$ cat config.mk
export PLATFORM = sky130hd
export DESIGN_NAME = isl_div
export DESIGN_NICKNAME = d
export VERILOG_FILES = /design/src/sv/isl_pkg.sv /design/src/sv/isl_div.sv
export SDC_FILE = /design/constraint.sdc
export NUM_CORES = 1
export LEC_CHECK = 0
export BUFFER_PORTS_ARGS = -buffer_cell sky130_fd_sc_hd__buf_4
export CAP_MARGIN = 30
export CORE_MARGIN = 5
export CORE_UTILIZATION = 55
export DETAILED_ROUTE_END_ITERATION = 12
export PLACE_DENSITY = 0.82
export SYNTH_ARGS = -nofsm -noshare
export SYNTH_HDL_FRONTEND = slang
export SYNTH_SLANG_ARGS = --single-unit
$ cat constraint.sdc
create_clock -name clock -period 3.5 [get_ports clock]
set_clock_uncertainty 0.2 [all_clocks]
set_input_delay 0.175 -clock clock [delete_from_list [all_inputs] [get_ports clock]]
set_output_delay 0.175 -clock clock [all_outputs]
set_load 0.02 [all_outputs]
$ cat src/sv/isl_pkg.sv
//------------------------------------------------------------------------------
// isl_pkg
// Shared types and constants for the interpolation search lookup block.
//------------------------------------------------------------------------------
package isl_pkg;

   localparam int unsigned IDX_W = 12;

   typedef enum logic [1:0] {
      OP_LOAD  = 2'd0,
      OP_FIND  = 2'd1,
      OP_QUERY = 2'd2,
      OP_BAD   = 2'd3
   } op_type;

   typedef enum logic [1:0] {
      ST_OK        = 2'd0,
      ST_NOT_FOUND = 2'd1,
      ST_FULL      = 2'd2,
      ST_RANGE     = 2'd3
   } status_type;

   typedef struct packed {
      logic [1:0]       op;
      logic [63:0]      key_w0;
      logic [63:0]      key_w1;
      logic [63:0]      key_w2;
      logic [63:0]      key_w3;
      logic [63:0]      new_offset;
      logic [31:0]      new_size;
      logic [31:0]      new_packed_size;
      logic [IDX_W-1:0] query_index;
   } req_type;

   typedef struct packed {
      logic [1:0]       status;
      logic [IDX_W-1:0] entry_index;
      logic [63:0]      found_offset;
      logic [31:0]      found_size;
      logic [31:0]      found_packed_size;
      logic             was_used;
   } rsp_type;

   typedef enum logic [3:0] {
      S_IDLE,
      S_LOAD,
      S_QRD,
      S_QOUT,
      S_PROBE,
      S_DIV,
      S_RD,
      S_CMP,
      S_HIT,
      S_OUT
   } state_type;

endpackage

$ cat src/sv/isl_div.sv
//------------------------------------------------------------------------------
// isl_div
// Restoring divider, one quotient bit per cycle, 64 by 32 bit.
//------------------------------------------------------------------------------
module isl_div
   import isl_pkg::*;
(
   input  logic        clock,
   input  logic        reset,
   input  logic        start,
   input  logic [63:0] dividend,
   input  logic [31:0] divisor,
   output logic        done,
   output logic [63:0] quotient
);

   logic [63:0] q_ff, q_in;
   logic [31:0] r_ff, r_in;
   logic [31:0] d_ff, d_in;
   logic [6:0]  cnt_ff, cnt_in;
   logic        busy_ff, busy_in;
   logic [32:0] trial;
   logic [32:0] diff;

   always_comb begin
      q_in    = q_ff;
      r_in    = r_ff;
      d_in    = d_ff;
      cnt_in  = cnt_ff;
      busy_in = busy_ff;
      trial   = {r_ff, q_ff[63]};
      diff    = trial - {1'b0, d_ff};
      if (start) begin
         q_in    = dividend;
         r_in    = '0;
         d_in    = divisor;
         cnt_in  = 7'd64;
         busy_in = 1'b1;
      end else if (busy_ff) begin
         if (trial >= {1'b0, d_ff}) begin
            r_in = diff[31:0];
            q_in = {q_ff[62:0], 1'b1};
         end else begin
            r_in = trial[31:0];
            q_in = {q_ff[62:0], 1'b0};
         end
         cnt_in = cnt_ff - 7'd1;
         if (cnt_ff == 7'd1) begin
            busy_in = 1'b0;
         end
      end
   end

   always_ff @(posedge clock) begin
      q_ff <= q_in;
      r_ff <= r_in;
      d_ff <= d_in;
      if (reset) begin
         busy_ff <= 1'b0;
         cnt_ff  <= '0;
      end else begin
         busy_ff <= busy_in;
         cnt_ff  <= cnt_in;
      end
   end

   assign done     = busy_ff && (cnt_ff == 7'd1);
   assign quotient = q_in;

endmodule

==> impl_metrics.tcl, run 1 <==
set metrics [dict create \
    via_per_inst 5.72 \
    final_util_pct 77.6 \
    dr_wl_met3_um 1730 \
    syn-num-nets 942 \
    nets 1186 \
    rows 42 \
    htreeDepth 4 \
    power_frac_seq_pct 38.9 \
    place_inst 1111 \
    antenna_found_initial 0 \
    layout-drive-gt1-share_pct 21.8 \
    top_layer "met4" \
    wirelength_um 22000 \
    cp-end-kind "output port" \
    clock.fmax_ghz 0.305 \
    final-seq-area_mm2 0.00305 \
    yosysWarnings 0 \
    grt_pass1_vias 7256 \
    p_int_mw 3.27 \
    startpoint_type "flop" \
    initial_core_util_pct 56.1 \
    ant_nets 0 \
    num_vias 7096 \
    n_fill_cell 804 \
    maxCapViolCount 0 \
    clk_path_buf_depth 2 \
    seq_area_frac_synth_pct 41.2 \
    rsz0062_at_grt "false" \
    p_sw_share_pct 32.0 \
    cts_tree "yes" \
    cp_data_required_time_ps 3120 \
    fp.dieH_um 126 \
    synthToLayoutAreaGrowth_pct 38.4 \
    clk_pin_slew_ps 70 \
    avgSynthCellArea_um2 9.15 \
    coreArea_mm2 0.0132 \
    p_per_area_mw_per_mm2 470 \
    wl_met1_um 8600 \
    hpwl_um 13200 \
    clkSinkCount 136 \
    crit_arrival_ps 2910 \
    ir_worst_vdd_v 0.000397 \
    netlist_area_mm2 0.00739 \
    gr-total-overflow 0 \
    tightest_slew_ps 655 \
    ys.flop_type "dfxtp_1" \
    relSlewSlack_pct 55.2 \
    p_leak_nw 4.48 \
    path_class "flop to output port" \
    fp.dieArea_mm2 0.0159 \
    gp_congestion 0.885 \
    synth_edf_count 32 \
    worstPathMaxFanout 5 \
    synth_cells 808 \
    outcome "complete, no violations" \
    combPwrFrac_pct 27.3 \
    finalCriticalPeriod_ps 3280 \
    multiInputGateArea_mm2 0.00396 \
    grt_max_degree 88 \
    grtUsageTotal_pct 27.3 \
    drc 0 \
    synthDistinctLibCells 68 \
    dieWidth_um 126 \
    io_buffers 163 \
    wl_per_cell_um 17.7 \
    hold_violations 0 \
    route.met2.wl_um 10800 \
    drt_iter0_markers 499 \
    synthArstFlopShare_pct 0 \
    min_path_type "primary input to flop" \
    layout.cells.non_filler 1241 \
    ios 164 \
    numCtsBuffers 17 \
    synth-seq-cells 136 \
    num_antenna_cells 0 \
    clockRootBuffer "clkbuf_16" \
    finalSetupTns_ps 0 \
    firstDrtPassIters 8 \
    grt_pass1_wl_um 35200 \
    clk_latency_ps 430 \
    finalPower_mw 4.81 \
    setup_viol 0 \
    finalMaxSlewViolations 0 \
    period_share_pct 93.8 \
    p_sw_mw 1.54 \
    clockPowerShare_pct 33.8 \
]
[final cells by class]
cell class,count,area share (%)
Tap cell,176,2.15
Timing Repair Buffer,273,22.7
Clock inverter,14,0.954
Multi-Input combinational cell,582,38.7
Sequential cell,136,29.8
Clock buffer,18,4.19
Inverter,42,1.54
[critical path: stages (launching register included)]
cell and delay (ps):
edfxtp_1 320, inv_1 40, ha_1 360, nand3_1 130
o21bai_4 200, a211oi_2 270, o41ai_2 160, o31a_4 330
o211ai_4 200, mux2i_1 100, o21ai_1 190, buf_4 190
[Yosys cell counts, types with 3 or more instances]
cell type | n | area [µm²]
edfxtp_1 | 32 | 961
a21oi_1 | 32 | 160
xor2_1 | 10 | 87.6
o21ai_0 | 81 | 405
and3_1 | 6 | 37.5
o21ai_1 | 3 | 15.0
clkbuf_1 | 35 | 131
buf_1 | 5 | 18.8
or2_2 | 3 | 18.8
o211ai_1 | 4 | 30.0
o21a_1 | 7 | 52.6
a211oi_2 | 5 | 62.6
ha_1 | 34 | 425
inv_1 | 42 | 158
buf_2 | 3 | 15.0
buf_8 | 3 | 45.0
xnor2_1 | 21 | 184
a211o_1 | 4 | 35.0
a211oi_1 | 23 | 173
or3_1 | 5 | 31.3
nor2b_1 | 5 | 31.3
nor2_1 | 58 | 218
dfxtp_1 | 104 | 2080
mux2i_1 | 85 | 851
nand3_1 | 9 | 45.0
a21o_1 | 11 | 82.6
nand2_1 | 104 | 390
nor3_1 | 7 | 35.0
o31ai_1 | 6 | 45.0
nand2b_1 | 8 | 50.1
[logic make-up (layout without fill, tap and decap cells)]
kind of cell / Yosys count / in the layout / synth area share (%)
AOI/OAI and AO/OA: 206 / 206 / 18.4
xor gates and xnor gates: 31 / 31 / 3.67
adders and majority gates: 35 / 35 / 6.02
buffers and inverters: 90 / 347 / 5.31
DFF: 136 / 136 / 41.2
muxes: 86 / 86 / 11.7
and+or+nand+nor: 224 / 224 / 13.7
[repair_timing]
item | in CTS | in global routing
pin swaps | 1 | 0
endpoints found under the setup margin | 1 | 1
buffers inserted | 1 | 0
hold endpoints to repair | 104 | 0
gates resized for setup | 0 | 3
hold buffers | 97 | 0
[per-stage QoR]
stage / instance area, µm² / hold WS, ps / setup WS (ps)
2_1_floorplan: 7390 / 47.4 / 318
3_3_place_gp: 8730 / 142 / 363
3_5_place_dp: 8730 / 144 / 260
4_1_cts: 10200 / 53.2 / 85.1
5_1_grt: 10200 / 81.5 / 36.2
6_report: 10200 / 47.6 / 217
[flip-flops by register name, summed over array words and instances, names as in the netlist]
signal and flops:
q_ff 64, r_ff 32, d_ff 32, cnt_ff 7
busy_ff 1
[layout by cell type (no fill, tap or decap), types with 3 or more instances in the layout]
cell	instances
o21ai_0	79
nor2b_1	4
or3_1	5
dlygate4sd3_1	97
nand3_1	9
a211oi_1	23
o21ai_1	5
ha_1	34
a21oi_1	32
o21a_1	7
xnor2_1	21
a21o_1	11
buf_4	173
a211oi_2	5
dfxtp_1	103
o211ai_1	4
nand2b_1	8
nor3_1	7
xor2_1	10
a211o_1	4
o31ai_1	6
nand2_1	104
edfxtp_1	32
mux2i_1	85
inv_1	42
clkbuf_16	17
nor2_1	58
or2_2	3
clkinv_2	5
and3_1	6
inv_6	4
[routing by layer]
| layer | vias up | GRT usage (%) |
|---|---|---|
| li1 | 3360 | - |
| met1 | 3331 | 30.1 |
| met2 | 329 | 47.9 |
| met3 | 76 | 8.68 |
| met4 | 0 | 12.6 |
| met5 | - | 0 |
[worst paths after layout]
check | endpoint | slack, ps | start | cells after the start
worst max-delay path | quotient[0] | 220 | d_ff[3] | 11
worst min-delay path | d_ff[29] | 50 | start | 1
worst max register to register | r_ff[0] | 290 | d_ff[3] | 12
worst min register to register | r_ff[25] | 300 | r_ff[25] | 2
[power groups by stage]
stage	combinational, mW	clock, mW	sequential (mW)
floorplan	0.820	0	1.85
global placement	1.15	0	1.88
detailed placement	1.16	0	1.89
CTS	1.26	1.62	1.86
global route	1.42	1.71	1.89
finish	1.31	1.63	1.87
No activity file was read; power rests on OpenSTA's default activity.
==> inputs of run 2 (changes only) <==
Settings changed: RECOVER_POWER from default to 50, REMOVE_ABC_BUFFERS from default to 1.
==> run 2 against run 1 <==
Against the previous run:
- fmax fell by 5.1%
- routed wire length is 3.5% higher
- die area did not move
- largest power group unchanged
- count of clock-buffer cells in the layout up 4
- highest routed layer unchanged
- clock power grew 3%
- first-iteration DRC count decreased by 8.2%
- power is 1.6% higher
- core utilization rose by 0.27 points
==> impl_metrics.tcl, run 2 (synthesis gave the netlist of run 1 again) <==
set metrics [dict create \
    setup_viol 0 \
    p_sw_share_pct 31.3 \
    final_common_cell "buf_4" \
    place_area_mm2 0.00873 \
    combPwrFrac_pct 27.3 \
    maxCapViolCount 0 \
    min_from "start" \
    wirelength_um 22700 \
    grt_pass1_wl_um 36900 \
    path_class "flop to output port" \
    final_cell_mix "buf_4, nand2_1, dfxtp_1" \
    crit_path_start "d_ff[3]" \
    layout.cells.non_filler 1240 \
    min_to "d_ff[13]" \
    gr-total-overflow 0 \
    num_antenna_cells 0 \
    clockRootBuffer "clkbuf_16" \
    dieWidth_um 126 \
    hold_depth 1 \
    finalCriticalPeriod_ps 3460 \
    cts_tree "yes" \
    ant_nets 0 \
    gp_congestion 0.915 \
    nets 1186 \
    hold_violations 0 \
    min_path_type "primary input to flop" \
    synthToLayoutAreaGrowth_pct 38.9 \
    antenna_found_initial 0 \
    r2r-end "r_ff[2]" \
    wl_per_cell_um 18.3 \
    finalSetupTns_ps 0 \
    finalPower_mw 4.89 \
    clk_pin_slew_ps 60 \
    htreeDepth 4 \
    drt_iter0_markers 458 \
    outcome "complete, no violations" \
    postLayoutCellArea_mm2 0.0103 \
    ir_worst_vdd_v 0.000390 \
    drc 0 \
    top_register "q_ff" \
    finalMaxSlewViolations 0 \
    period_share_pct 98.9 \
    io_buffers 163 \
    grt_pass1_vias 7305 \
    r2r_setup_slack_ps 360 \
    rr_worst_depth 12 \
    clk_latency_ps 430 \
    rows 42 \
    coreArea_mm2 0.0132 \
    grtUsageTotal_pct 28.4 \
    clockPowerShare_pct 34.4 \
    firstDrtPassIters 5 \
    place_ws_ps 361 \
    setup_ws_ps 39.5 \
    tightest_slew_ps 1270 \
    p_sw_mw 1.53 \
    hpwl_um 13200 \
    via_per_inst 5.70 \
    clock.fmax_ghz 0.289 \
    numCtsBuffers 17 \
    ios 164 \
    largest_reg_flops 64 \
    grt_max_degree 116 \
    startpoint_type "flop" \
    p_per_area_mw_per_mm2 476 \
    p_int_mw 3.36 \
    fp.dieArea_mm2 0.0159 \
    relSlewSlack_pct 15.5 \
    fp.dieH_um 126 \
    n_fill_cell 756 \
    cp_data_required_time_ps 3120 \
    clk_path_buf_depth 2 \
    initial_core_util_pct 56.1 \
    place_inst 1111 \
    cp-end-kind "output port" \
    rr_startpoint "d_ff[3]" \
    crit_arrival_ps 3090 \
    num_vias 7073 \
    layout-drive-gt1-share_pct 21.6 \
    largestRegisters "q_ff (64), d_ff (32), r_ff (32)" \
    power_frac_seq_pct 38.3 \
    worstPathMaxFanout 6 \
    clkSinkCount 136 \
    p_leak_nw 4.46 \
]
==> run 2: per-stage QoR <==
step / utilization (%) / hold WS, ps
floorplan: - / 39.6
global placement: 66.2 / 145
detailed placement: 66.2 / 141
CTS: 77.7 / 102
global route: 77.9 / 139
finish: 77.9 / 89.2
==> run 2: how the worst max path moves through the flow <==
stage	depth (start not counted)	slack (ps)	endpoint
6_report	11	40	quotient[0]
5_1_grt	11	-30	quotient[0]
4_1_cts	11	3	quotient[0]
3_5_place_dp	11	360	r_ff[0]
3_3_place_gp	11	430	r_ff[0]
2_1_floorplan	2	-1220	q_ff[0]
==> run 2: metal layers <==
| layer | up-vias | track usage [%] | routed length, µm |
|---|---|---|---|
| met5 | - | 0 | 0 |
| met4 | 0 | 12.6 | 896 |
| met3 | 72 | 8.38 | 1660 |
| met2 | 319 | 48.4 | 11100 |
| met1 | 3318 | 33.3 | 9110 |
| li1 | 3364 | - | - |
==> run 2: critical path: stages, from the launching register on <==
cell and delay [ps]:
edfxtp_1 330, inv_1 50, ha_2 370, nand3_1 110
o21bai_4 210, a211oi_4 270, o41ai_4 120, o31a_4 330
o211ai_4 260, mux2i_1 140, o21ai_1 250, buf_4 200
==> run 2: power groups by stage <==
stage	combinational, mW	clock, mW	sequential [mW]
2_1_floorplan	0.765	0	1.88
3_3_place_gp	1.15	0	1.88
3_5_place_dp	1.17	0	1.88
4_1_cts	1.27	1.69	1.85
5_1_grt	1.44	1.76	1.88
6_report	1.33	1.68	1.87
==> run 2: cell type report <==
| class | count | area, µm² | share of cell area, % |
|---|---|---|---|
| Multi-Input combinational cell | 582 | 4020 | 39.1 |
| Sequential cell | 136 | 3050 | 29.7 |
| Timing Repair Buffer | 273 | 2280 | 22.2 |
| Clock buffer | 22 | 487 | 4.74 |
| Tap cell | 176 | 220 | 2.14 |
| Inverter | 42 | 158 | 1.54 |
| Clock inverter | 9 | 63.8 | 0.621 |
==> run 2: repair_timing <==
item	4_1_cts	5_1_grt
hold buffers	97	0
hold endpoints to repair	104	0
gates cloned	0	0
gates resized for setup	1	11
setup buffers	0	1
setup endpoints to repair	1	1
pin swaps	0	2
